File: src/rtl/core/srsw_pkg.sv
// ----------------------------------------------------------------------------
// srsw_pkg
// Shared constants, types and helpers for the selective-repeat sender window.
// ----------------------------------------------------------------------------
package srsw_pkg;

  // Sequence space limit; fixed by the 3-bit number fields.
  localparam int unsigned SeqSpaceMax = 8;
  localparam int unsigned SeqW        = $clog2(SeqSpaceMax);
  localparam int unsigned WinMax      = SeqSpaceMax / 2;
  localparam int unsigned WinW        = SeqW;
  localparam int unsigned SpaceW      = SeqW + 1;
  localparam int unsigned TickW       = 8;

  // Configuration port
  localparam int unsigned CfgIdxW  = 1;
  localparam int unsigned CfgDataW = 8;
  localparam logic [CfgIdxW-1:0] CfgWindowSize   = 1'd0;
  localparam logic [CfgIdxW-1:0] CfgTimeoutLimit = 1'd1;

  localparam logic [WinW-1:0]  WinSizeRst = 3'd4;
  localparam logic [TickW-1:0] LimitRst   = 8'd6;

  typedef struct packed {
    logic            en;
    logic [SeqW-1:0] addr;
    logic            data;
  } mark_wr_t;

  typedef struct packed {
    logic            en;
    logic [SeqW-1:0] addr;
  } mark_rd_t;

  // Clamp the window register to 1..WinMax.
  function automatic logic [WinW-1:0] eff_window(input logic [WinW-1:0] ws);
    logic [WinW-1:0] w;
    w = ws;
    if (ws == '0) begin
      w = WinW'(1);
    end else if (ws > WinW'(WinMax)) begin
      w = WinW'(WinMax);
    end
    return w;
  endfunction

  // Sequence space is twice the window.
  function automatic logic [SpaceW-1:0] seq_space(input logic [WinW-1:0] w);
    return {w, 1'b0};
  endfunction

  // Increment modulo the sequence space.
  function automatic logic [SeqW-1:0] seq_inc(input logic [SeqW-1:0]   x,
                                              input logic [SpaceW-1:0] s);
    logic [SpaceW-1:0] n;
    n = {1'b0, x} + SpaceW'(1);
    return (n == s) ? '0 : n[SeqW-1:0];
  endfunction

  // p is inside the window when p < s and (p - base) mod s < w.
  function automatic logic in_window(input logic [SeqW-1:0] p,
                                     input logic [SeqW-1:0] base,
                                     input logic [WinW-1:0] w);
    logic [SpaceW-1:0] s;
    logic [SpaceW-1:0] d;
    logic              hit;
    s   = seq_space(w);
    d   = {1'b0, p} + s - {1'b0, base};
    hit = 1'b0;
    if ({1'b0, p} < s) begin
      if (d >= s) begin
        d = d - s;
      end
      hit = (d < {1'b0, w});
    end
    return hit;
  endfunction

endpackage

File: src/rtl/core/srsw_mark_mem.sv
// ----------------------------------------------------------------------------
// srsw_mark_mem
// Acknowledgement mark store: 1-bit synchronous RAM with a registered read,
// per-entry valid flops so a window change clears the marks at once.
// ----------------------------------------------------------------------------
module srsw_mark_mem import srsw_pkg::*; (
  input  logic     clk_i,
  input  logic     rst_ni,
  input  logic     clear_i,
  input  mark_wr_t wr_i,
  input  mark_rd_t rd_i,
  output logic     rd_mark_o
);

  logic                   mem_q [SeqSpaceMax];
  logic [SeqSpaceMax-1:0] valid_q;
  logic                   rd_mark_q;

  always_ff @(posedge clk_i) begin
    if (wr_i.en) begin
      mem_q[wr_i.addr] <= wr_i.data;
    end
    if (rd_i.en) begin
      rd_mark_q <= mem_q[rd_i.addr] & valid_q[rd_i.addr];
    end
  end

  always_ff @(posedge clk_i or negedge rst_ni) begin
    if (!rst_ni) begin
      valid_q <= '0;
    end else if (clear_i) begin
      valid_q <= '0;
    end else if (wr_i.en) begin
      valid_q[wr_i.addr] <= 1'b1;
    end
  end

  assign rd_mark_o = rd_mark_q;

endmodule

File: src/rtl/core/srsw_ctrl.sv
// ----------------------------------------------------------------------------
// srsw_ctrl
// Per-tick sequencer: mark update, base slide over the mark store, timeout
// and send decision, result register.
// ----------------------------------------------------------------------------
module srsw_ctrl import srsw_pkg::*; (
  input  logic              clk_i,
  input  logic              rst_ni,
  input  logic [WinW-1:0]   win_i,
  input  logic [TickW-1:0]  limit_i,
  input  logic              win_clear_i,
  input  logic              in_valid_i,
  output logic              in_ready_o,
  input  logic              ack_valid_i,
  input  logic [SeqW-1:0]   ack_number_i,
  output logic              out_valid_o,
  input  logic              out_ready_i,
  output logic              send_valid_o,
  output logic [SeqW-1:0]   packet_number_o,
  output logic              retransmit_o,
  output logic              notice_o,
  output logic [SeqW-1:0]   window_base_o,
  output mark_wr_t          mark_wr_o,
  output mark_rd_t          mark_rd_o,
  input  logic              rd_mark_i
);

  localparam logic [1:0] StIdle  = 2'd0;
  localparam logic [1:0] StSlide = 2'd1;
  localparam logic [1:0] StTick  = 2'd2;

  logic [1:0]        state_q, state_d;
  logic [SeqW-1:0]   base_q, base_d;
  logic [SeqW-1:0]   next_q, next_d;
  logic [TickW-1:0]  tick_q, tick_d;
  logic              armed_q, armed_d;
  logic [SpaceW-1:0] guard_q, guard_d;
  logic              out_valid_q, out_valid_d;

  logic              o_send_q, o_send_d;
  logic [SeqW-1:0]   o_pkt_q, o_pkt_d;
  logic              o_resend_q, o_resend_d;
  logic              o_notice_q, o_notice_d;
  logic [SeqW-1:0]   o_base_q, o_base_d;

  logic [SpaceW-1:0] space;
  logic [SeqW-1:0]   base_inc;
  logic [TickW:0]    tick_inc;

  assign space    = seq_space(win_i);
  assign base_inc = seq_inc(base_q, space);
  assign tick_inc = {1'b0, tick_q} + (TickW+1)'(1);

  always_comb begin
    state_d     = state_q;
    base_d      = base_q;
    next_d      = next_q;
    tick_d      = tick_q;
    armed_d     = armed_q;
    guard_d     = guard_q;
    out_valid_d = out_valid_q & ~out_ready_i;
    o_send_d    = o_send_q;
    o_pkt_d     = o_pkt_q;
    o_resend_d  = o_resend_q;
    o_notice_d  = o_notice_q;
    o_base_d    = o_base_q;
    mark_wr_o   = '0;
    mark_rd_o   = '0;

    unique case (state_q)
      StIdle: begin
        if (in_valid_i) begin
          if (ack_valid_i && (ack_number_i == base_q)) begin
            // base acknowledged: pass it now, then look at the next entries
            mark_wr_o = '{en: 1'b1, addr: base_q, data: 1'b0};
            mark_rd_o = '{en: 1'b1, addr: base_inc};
            base_d    = base_inc;
            guard_d   = SpaceW'(1);
            armed_d   = 1'b1;
            tick_d    = '0;
            state_d   = StSlide;
          end else begin
            if (ack_valid_i && in_window(ack_number_i, base_q, win_i)) begin
              mark_wr_o = '{en: 1'b1, addr: ack_number_i, data: 1'b1};
            end
            state_d = StTick;
          end
        end
      end
      StSlide: begin
        if (rd_mark_i && (guard_q < space)) begin
          mark_wr_o = '{en: 1'b1, addr: base_q, data: 1'b0};
          mark_rd_o = '{en: 1'b1, addr: base_inc};
          base_d    = base_inc;
          guard_d   = guard_q + SpaceW'(1);
        end else begin
          state_d = StTick;
        end
      end
      StTick: begin
        if (!out_valid_q || out_ready_i) begin
          o_send_d   = 1'b0;
          o_resend_d = 1'b0;
          o_notice_d = 1'b0;
          o_base_d   = base_q;
          if (tick_inc > {1'b0, limit_i}) begin
            // timeout: resend the base
            o_pkt_d    = base_q;
            o_send_d   = 1'b1;
            o_resend_d = 1'b1;
            tick_d     = '0;
          end else begin
            tick_d  = tick_inc[TickW] ? '1 : tick_inc[TickW-1:0];
            o_pkt_d = next_q;
            if (in_window(next_q, base_q, win_i)) begin
              o_send_d = 1'b1;
              next_d   = seq_inc(next_q, space);
            end else if (armed_q) begin
              o_notice_d = 1'b1;
              armed_d    = 1'b0;
            end
          end
          out_valid_d = 1'b1;
          state_d     = StIdle;
        end
      end
      default: begin
        state_d = StIdle;
      end
    endcase

    if (win_clear_i) begin
      base_d  = '0;
      next_d  = '0;
      tick_d  = '0;
      armed_d = 1'b1;
    end
  end

  always_ff @(posedge clk_i or negedge rst_ni) begin
    if (!rst_ni) begin
      state_q     <= StIdle;
      base_q      <= '0;
      next_q      <= '0;
      tick_q      <= '0;
      armed_q     <= 1'b1;
      guard_q     <= '0;
      out_valid_q <= 1'b0;
    end else begin
      state_q     <= state_d;
      base_q      <= base_d;
      next_q      <= next_d;
      tick_q      <= tick_d;
      armed_q     <= armed_d;
      guard_q     <= guard_d;
      out_valid_q <= out_valid_d;
    end
  end

  always_ff @(posedge clk_i) begin
    o_send_q   <= o_send_d;
    o_pkt_q    <= o_pkt_d;
    o_resend_q <= o_resend_d;
    o_notice_q <= o_notice_d;
    o_base_q   <= o_base_d;
  end

  assign in_ready_o      = (state_q == StIdle);
  assign out_valid_o     = out_valid_q;
  assign send_valid_o    = o_send_q;
  assign packet_number_o = o_pkt_q;
  assign retransmit_o    = o_resend_q;
  assign notice_o        = o_notice_q;
  assign window_base_o   = o_base_q;

endmodule

File: src/rtl/core/selective_repeat_sender_window.sv
// ----------------------------------------------------------------------------
// selective_repeat_sender_window
// Sender side of selective-repeat ARQ: window, ack marks, timeout resend.
// ----------------------------------------------------------------------------
// Usage
//   Each transfer on the slave stream is one tick. tuser[0] flags that an
//   acknowledgement came in, its number sits in tdata[2:0]. Every tick gives
//   exactly one transfer on the master stream: the packet sent (or refused),
//   whether it is a timeout resend, the window-full notice and the base.
//   Configuration: cfg_we_i with cfg_idx_i = 0 writes the window size
//   (clamped to 1..4) and restarts the window state; index 1 writes the
//   timeout limit. Write only while the block is idle.
// Sequence
//   A tick without a base acknowledgement is accepted, then the send
//   decision is made and the result registered. A base acknowledgement
//   adds slide steps, one per read of the mark RAM (registered read), while
//   the base passes further marked entries (at most window_size - 1). A new
//   tick is accepted only after the send decision of the last one.
// Reset
//   Window 4, limit 6, base and next number 0, marks clear, notice armed.
//   Marks are cleared through valid flops, so no clearing pass is needed.
// Stall
//   The result register holds while m_axis_tready is low; a new tick is
//   still accepted and worked up to the send decision, which waits for the
//   result register to free up.
// ----------------------------------------------------------------------------
module selective_repeat_sender_window import srsw_pkg::*; (
  input  logic                clk_i,
  input  logic                rst_ni,
  // configuration
  input  logic                cfg_we_i,
  input  logic [CfgIdxW-1:0]  cfg_idx_i,
  input  logic [CfgDataW-1:0] cfg_wdata_i,
  // tick stream in
  input  logic                s_axis_tvalid,
  output logic                s_axis_tready,
  input  logic [7:0]          s_axis_tdata,  // [2:0] ack_number, [7:3] zero
  input  logic [0:0]          s_axis_tuser,  // [0] ack_valid
  // result stream out
  output logic                m_axis_tvalid,
  input  logic                m_axis_tready,
  output logic [7:0]          m_axis_tdata,  // [2:0] packet_number, [5:3] window_base,
                                             // [7:6] zero
  output logic [2:0]          m_axis_tuser   // [0] send_valid, [1] retransmit,
                                             // [2] window_full_notice
);

  logic [WinW-1:0]  win_size_q;
  logic [TickW-1:0] limit_q;
  logic [WinW-1:0]  win_eff;
  logic             win_clear;

  mark_wr_t         mark_wr;
  mark_rd_t         mark_rd;
  logic             rd_mark;

  logic             send_valid;
  logic [SeqW-1:0]  packet_number;
  logic             retransmit;
  logic             notice;
  logic [SeqW-1:0]  window_base;

  // Config registers; a window write also restarts the window state.
  assign win_clear = cfg_we_i && (cfg_idx_i == CfgWindowSize);

  always_ff @(posedge clk_i or negedge rst_ni) begin
    if (!rst_ni) begin
      win_size_q <= WinSizeRst;
      limit_q    <= LimitRst;
    end else if (cfg_we_i) begin
      unique case (cfg_idx_i)
        CfgWindowSize:   win_size_q <= cfg_wdata_i[WinW-1:0];
        CfgTimeoutLimit: limit_q    <= cfg_wdata_i[TickW-1:0];
        default:         ;
      endcase
    end
  end

  assign win_eff = eff_window(win_size_q);

  srsw_mark_mem u_mark_mem (
    .clk_i     (clk_i),
    .rst_ni    (rst_ni),
    .clear_i   (win_clear),
    .wr_i      (mark_wr),
    .rd_i      (mark_rd),
    .rd_mark_o (rd_mark)
  );

  srsw_ctrl u_ctrl (
    .clk_i           (clk_i),
    .rst_ni          (rst_ni),
    .win_i           (win_eff),
    .limit_i         (limit_q),
    .win_clear_i     (win_clear),
    .in_valid_i      (s_axis_tvalid),
    .in_ready_o      (s_axis_tready),
    .ack_valid_i     (s_axis_tuser[0]),
    .ack_number_i    (s_axis_tdata[SeqW-1:0]),
    .out_valid_o     (m_axis_tvalid),
    .out_ready_i     (m_axis_tready),
    .send_valid_o    (send_valid),
    .packet_number_o (packet_number),
    .retransmit_o    (retransmit),
    .notice_o        (notice),
    .window_base_o   (window_base),
    .mark_wr_o       (mark_wr),
    .mark_rd_o       (mark_rd),
    .rd_mark_i       (rd_mark)
  );

  assign m_axis_tdata = {2'b00, window_base, packet_number};
  assign m_axis_tuser = {notice, retransmit, send_valid};

endmodule

File: config.mk
export PLATFORM = sky130hd
export DESIGN_NAME = selective_repeat_sender_window
export DESIGN_NICKNAME = d
export VERILOG_FILES = /design/src/rtl/core/srsw_pkg.sv /design/src/rtl/core/srsw_mark_mem.sv /design/src/rtl/core/srsw_ctrl.sv /design/src/rtl/core/selective_repeat_sender_window.sv
export SDC_FILE = /design/constraint.sdc
export NUM_CORES = 1
export LEC_CHECK = 0
export ABC_AREA = 1
export ABC_CLOCK_PERIOD_IN_PS = 9890
export BUFFER_PORTS_ARGS = -buffer_cell sky130_fd_sc_hd__buf_2
export CORE_UTILIZATION = 35
export CTS_BUF_LIST = sky130_fd_sc_hd__clkbuf_4 sky130_fd_sc_hd__clkbuf_8
export DETAILED_ROUTE_END_ITERATION = 8
export PLACE_DENSITY = 0.57
export SLEW_MARGIN = 25
export SYNTH_ARGS = -nofsm -noshare
export SYNTH_HDL_FRONTEND = slang
export SYNTH_SLANG_ARGS = --single-unit
File: constraint.sdc
create_clock -name clk_i -period 9.89 [get_ports clk_i]
set_input_delay 1.978 -clock clk_i [delete_from_list [all_inputs] [get_ports clk_i]]
set_output_delay 1.978 -clock clk_i [all_outputs]
set_load 0.02 [all_outputs]
* Word level (Yosys, flattened, before mapping) *
Memories as Yosys holds them, arrays and structs flattened.
Index checks and enable logic that the tools add are counted.

word-level totals
  register bits after elaboration = 51
  memory bits (writable) = 8
  input port bits = 23
  output and inout bits = 13
  logic and storage cells = 165
  memories = 1

memory list
  name              depth  width  rd ports  clocked after Yosys merged registers in  wr ports  line                 text
  u_mark_mem.mem_q  8      1      1         0                                        1         srsw_mark_mem.sv:15  logic mem_q [SeqSpaceMax];

operators by class
  add/subtract/negate cells = 10
  $lt $le $gt $ge = 12
  equality and inequality tests = 17
  muxes and demuxes = 78
  bitwise operators = 5
  reductions and logical operators = 26

operator list
  cell                                                                   number
  4-bit two-way mux                                                      16
  8-bit two-way mux                                                      8
  3-bit two-way mux                                                      14
  1-bit two-way mux                                                      23
  5-bit two-way mux                                                      4
  4-bit one-hot mux with 2 select lines                                  2
  8-bit one-hot mux with 2 select lines                                  1
  4-bit AND reduction                                                    4
  5-bit one-hot mux with 2 select lines                                  1
  2-bit nonzero test                                                     5
  8-bit by 1-bit adder with 9-bit output (second input constant)         1
  9-bit by 8-bit greater-than comparator with 1-bit output               1
  3-bit by 1-bit != test with 1-bit output (second input constant)       3
  3-bit by 2-bit != test with 1-bit output (second input constant)       3
  3-bit by 1-bit adder with 4-bit output (second input constant)         2
  3-bit by 4-bit adder with 4-bit output                                 2
  4-bit equality test                                                    2
  4-bit >= comparator                                                    2
  3-bit by 4-bit < comparator with 1-bit output                          2
  3-bit by 4-bit < comparator with 1-bit output (second input constant)  2
  4-bit by 3-bit < comparator with 1-bit output                          2
  2-bit two-way mux                                                      4
  2-bit by 1-bit != test with 1-bit output (second input constant)       4
  8-bit bitwise OR                                                       1
  other kinds (27)                                                       39

* Depth between registers and ports, before layout *
  depth after elaboration = 28
  mapped depth = 27
  depth with buffers taken out = 27

* Hierarchy *
Synthesis repeated with hierarchy kept, for this count alone.

second synthesis, totals
  cell total of the unflattened synthesis = 480
  area total of the unflattened synthesis = 3961.3 sq um

by module, submodules not included
  module                          instances  cells each  area an instance (sq um)  seq. area each (sq um)
  srsw_ctrl                       1          342         2706.3                    822.0
  srsw_mark_mem                   1          77          742.0                     470.5
  selective_repeat_sender_window  1          61          513.0                     279.0

* Least setup slack after synthesis *
Ideal clock, no wire load.

  kind = input -> register
  from = in s_axis_tdata[2]
  to = mem u_mark_mem.mem_q[2] (enable)
  setup time = 0.289 ns
  data arrival time = 5.142 ns
  data required time = 9.601 ns
  slack = 4.459 ns
  stages = 22
  path buffers = 0
  cell sequence = inv_1 fa_1 inv_1 fa_1 nand3b_2 nand2_2 inv_1 ha_1 a21oi_1 nand2_1 nor2_1 a21oi_1 ha_1 nand2_1 nand2_1 a21oi_2 nand3_4 nor2_1 nor2_1 nor2_1 nand2_1 inv_1

on the way
  cells in the longest elaborated chain, start to end = 20
  elaborated cells between the ends (all ways) = 24
  those cells by class = add/sub (3); order compare (3); eq/ne (1); mux (15); reduce/logical (2)

ends and longest elaborated chain
  item                                                     line                                  text
  start: declaration                                       selective_repeat_sender_window.sv:37  input logic [7:0] s_axis_tdata,
  3-bit by 4-bit adder with 4-bit output                   srsw_pkg.sv:68                        d = {1'b0, p} + s - {1'b0, base};
  4-bit by 3-bit subtractor with 4-bit output              srsw_pkg.sv:68
  4-bit subtractor or 4-bit >= comparator (tied branches)  srsw_pkg.sv:72, srsw_pkg.sv:71
  4-bit two-way mux                                        srsw_pkg.sv:71                        if (d >= s) begin
  4-bit two-way mux                                        srsw_pkg.sv:70                        if ({1'b0, p} < s) begin
  4-bit two-way mux                                        srsw_ctrl.sv:73                       if (ack_valid_i && (ack_number_i == base_q)) begin
  4-bit two-way mux                                        srsw_ctrl.sv:72                       if (in_valid_i) begin
  4-bit two-way mux                                        srsw_ctrl.sv:70                       unique case (state_q)
  (+4 left out)                                            -
  1-bit two-way mux                                        srsw_ctrl.sv:70
  1-bit logical AND                                        srsw_ctrl.sv:83                       if (ack_valid_i && in_window(ack_number_i, base_q, win_i)) begin
  5-bit two-way mux                                        srsw_ctrl.sv:83
  5-bit two-way mux *                                      srsw_ctrl.sv:73
  5-bit two-way mux *                                      srsw_ctrl.sv:72
  5-bit one-hot mux with 2 select lines *                  srsw_ctrl.sv:70
  1-bit two-way mux                                        srsw_mark_mem.sv:20                   if (wr_i.en) begin
  1-bit two-way mux (implied by the code)                  srsw_mark_mem.sv:21                   mem_q[wr_i.addr] <= wr_i.data;
  end: declaration                                         srsw_mark_mem.sv:15

Mark *: on every way between the ends. The rest lies on a longest branch, timed or not. The select of a mux whose other input is x is not followed.

* Worst setup path after layout *
  from = in s_axis_tdata[2]
  to = mem u_mark_mem.mem_q[3] (enable)

The elaborated chain is that of the path after synthesis.

==> flow_summary.toml <==
[status]
status = "completed"

[floorplan]
coreArea_mm2 = 0.01089
die_h_um = 107.8
die-area_mm2 = 0.01162
io_pins = 36
dieWidth_um = 107.8
rows = 38
start_util_pct = 35.99

[global_route]
grt_overflow_total = 0
grt.total_usage_pct = 16.06
grt_pass1_vias = 3043
grt_max_degree = 42
grt_pass1_wl_mm = 14.30
antenna_found_initial = 0

[clock_tree]
insertion_delay_ps = 340
numCtsBuffers = 9
cts.sinks = 59
cts_tree = "built"
clock_path_buffers = 2
clock-root-buffer = "clkbuf_8"
ctsHtreeMaxLevel = 3
hold_buffers = 0
cts_resized = 0
cts_setup_buffers = 0
clkSlewWorstSetupHoldPaths_ps = 70

[timing]
slew_viol_final = 0
tightest_slew_ps = 777.9
finalSetupViolCount = 0
rsz0062_at_grt = "no"
tns_ps = 0
fin_crit_ps = 5635
fin_crit_sh_pct = 56.98
hold_violations = 0
fin_worst_skew_ps = 9.794
slew_headroom_pct = 47.95
max_freq_ghz = 0.1775

[logic_synthesis]
yosysSeqAreaShare_pct = 40.10
syn_inst = 475
synth_top_cell_by_area = "dfrtp_1"
syn_area_per_cell_um2 = 8.250
synth.distinct_cells = 41
ys_warn_count = 0
async_flop_share_pct = 69.49
ys_ff_latch = 59
synth_area_leaders = "dfrtp_1 24%, edfxtp_1 14%, ha_1 10%"
synth.cell_area_mm2 = 0.003919
synth-edff-count = 18
yosys.area.top_type_share_pct = 23.63
synth_ff_type = "dfrtp_1"

[placed_design]
place_hpwl_mm = 6.210
gp_congestion = 0.8033
portBuffers = 28
placed_area_mm2 = 0.004169

[setup_path]
setup.worst_path.end_class = "register"
cp.arrival_ps = 5690
required_ps = 9940
path_class = "in -> reg"
critPathMaxFanout = 6
slowest_delay_ps = 550
crit_path_cell_trace = "buf_2 -> inv_1 -> fa_1 -> inv_1 -> fa_1 -> nand3b_2 -> nand2_2 -> inv_1 -> ha_1 -> a21oi_1 -> nand2_1 -> nor2_1 -> a21oi_1 -> ha_1 -> nand2_1 -> nand2_1 -> a21oi_2 -> nand3_4 -> nor2_1 -> nor2_1 -> nor2_1 -> nand2_1 -> inv_1"
crit_buf_inv = 5
slowest_stage = "fa_1"
path_delay_family = "adder cells"
critPathLaunchType = "input pin"

[flow_run]
cap_violations = 0

[cells_and_area]
drive_gt1_share_pct = 13.92
area_growth_pct = 11.78
fin_nets = 567
nFillCells = 1106
final_cell_area_mm2 = 0.004380
n_antenna_cell = 0

[routing]
drt_iter0_drc = 110
wl_per_cell_um = 12.68
wirelength_mm = 8.243
routed_via_density = 4.760
drc = 0
ant_nets = 0
drtPass1Iterations = 4
vias = 3094

[power]
p_per_area_mw_per_mm2 = 234.1
vdd_drop_max_v = 0.00007989
p_leak_nw = 2.219

[hold_path]
hold_path_class = "reg -> reg"
[placed cells by master, fill, tap and decap left out, types with 2 or more instances in the layout]
master    count
a21oi_1      34
buf_2        27
buf_4         2
clkbuf_4      3
clkbuf_8     11
conb_1        2
dfrtp_1      37
dfstp_2       4
edfxtp_1     18
fa_1          7
ha_1         32
inv_1        88
inv_2         3
nand2_1      78
nand2_2       4
nand2_4       2
nand3_1      33
nand3b_1      2
nand4_1       8
nor2_1       47
nor2_2        3
nor3_1        4
o21ai_0      24
o21ai_1       4
o21ai_2       2
o22ai_1       4
xnor2_1       2
xor2_1       10
[synthesized netlist by cell type, types with 3 or more instances]
cell,n
inv_1,88
nand2_1,78
nor2_1,47
dfrtp_1,37
a21oi_1,34
nand3_1,33
ha_1,32
o21ai_0,24
edfxtp_1,18
xor2_1,10
nand4_1,8
buf_4,7
fa_1,7
dfstp_2,4
nand2_2,4
nor3_1,4
o21ai_1,4
o22ai_1,4
inv_2,3
nor2_2,3
[area by class of cell]
| class | count | area [µm²] | share of cell area (%) |
|---|---|---|---|
| inverters | 91 | 341.6 | 7.798 |
| multi-input cells | 315 | 1933 | 44.13 |
| well taps | 140 | 175.2 | 3.999 |
| clock inverters | 2 | 35.03 | 0.7998 |
| flip-flops and latches | 59 | 1572 | 35.88 |
| clock buffers | 14 | 173.9 | 3.970 |
| repair buffers | 29 | 150.1 | 3.428 |
[layer usage]
metal	vias up	routed length (µm)	GRT usage, %
met5	-	0	0
met4	0	114	5.088
li1	1595	-	-
met2	42	3879	26.56
met1	1446	3956	20.64
met3	11	293	3.753
[tightest hold or removal path, stage by stage, from the launching register on]
cell,delay [ps]
dfstp_2,370
nand2_1,60
nand2_1,40
[cell families after synthesis]
family	Yosys count	synth area share, %
and+or+nand+nor	188	22.29
buffers and inverters	102	10.66
AOI/OAI and AO/OA	72	9.834
DFF	59	40.10
adders and majority gates	39	13.79
xor gates and xnor gates	12	2.682
muxes	2	0.5428
other	1	0.09569
[flip-flops by register name (all words and copies together), names as in the netlist, 3 cells and up]
signal and cells:
u_ctrl.guard_q 4, u_ctrl.base_q 3, u_mark_mem.valid_q 8, u_ctrl.next_q 3, u_ctrl.window_base_o 3, u_ctrl.packet_number_o 3, win_size_q 3, u_ctrl.tick_q 8
limit_q 8, u_mark_mem.mem_q 8
[report_power, final]
group          switching (mW)  internal (mW)  total, mW  leakage [nW]
Clock                  0.0915          0.138      0.230         0.111
Sequential             0.0272          0.309      0.336         0.694
Combinational           0.288          0.172      0.460          1.41
[per-stage QoR]
step / setup WS (ps) / util, % / hold slack, ps / std cells / power, mW
5_1_grt: 3990 / 40.23 / 517.7 / 650 / 1.123
4_1_cts: 4301 / 40.21 / 473.3 / 650 / 1.037
3_3_place_gp: 4020 / 38.29 / 449.6 / 634 / 0.7877
3_5_place_dp: 3946 / 38.29 / 462.5 / 634 / 0.8027
2_1_floorplan: 4459 / - / 442.0 / 476 / 0.7045
6_report: 4255 / 40.23 / 470.7 / 650 / 1.025
[worst paths after layout]
path | cells after the start | from | slack [ps] | end
worst min-delay path | 2 | u_ctrl.armed_q | 470 | u_ctrl.armed_q
max in group asynchronous | 1 | rst_ni | 7880 | limit_q[1]
worst max register to register | 24 | win_size_q[2] | 5040 | u_ctrl.next_q[2]
min in group asynchronous | 1 | rst_ni | 1630 | u_ctrl.state_q[1]
worst max-delay path | 23 | s_axis_tdata[2] | 4250 | u_mark_mem.mem_q[3]
worst min register to register | 2 | u_ctrl.armed_q | 470 | u_ctrl.armed_q
No activity file was read; power rests on OpenSTA's default activity.
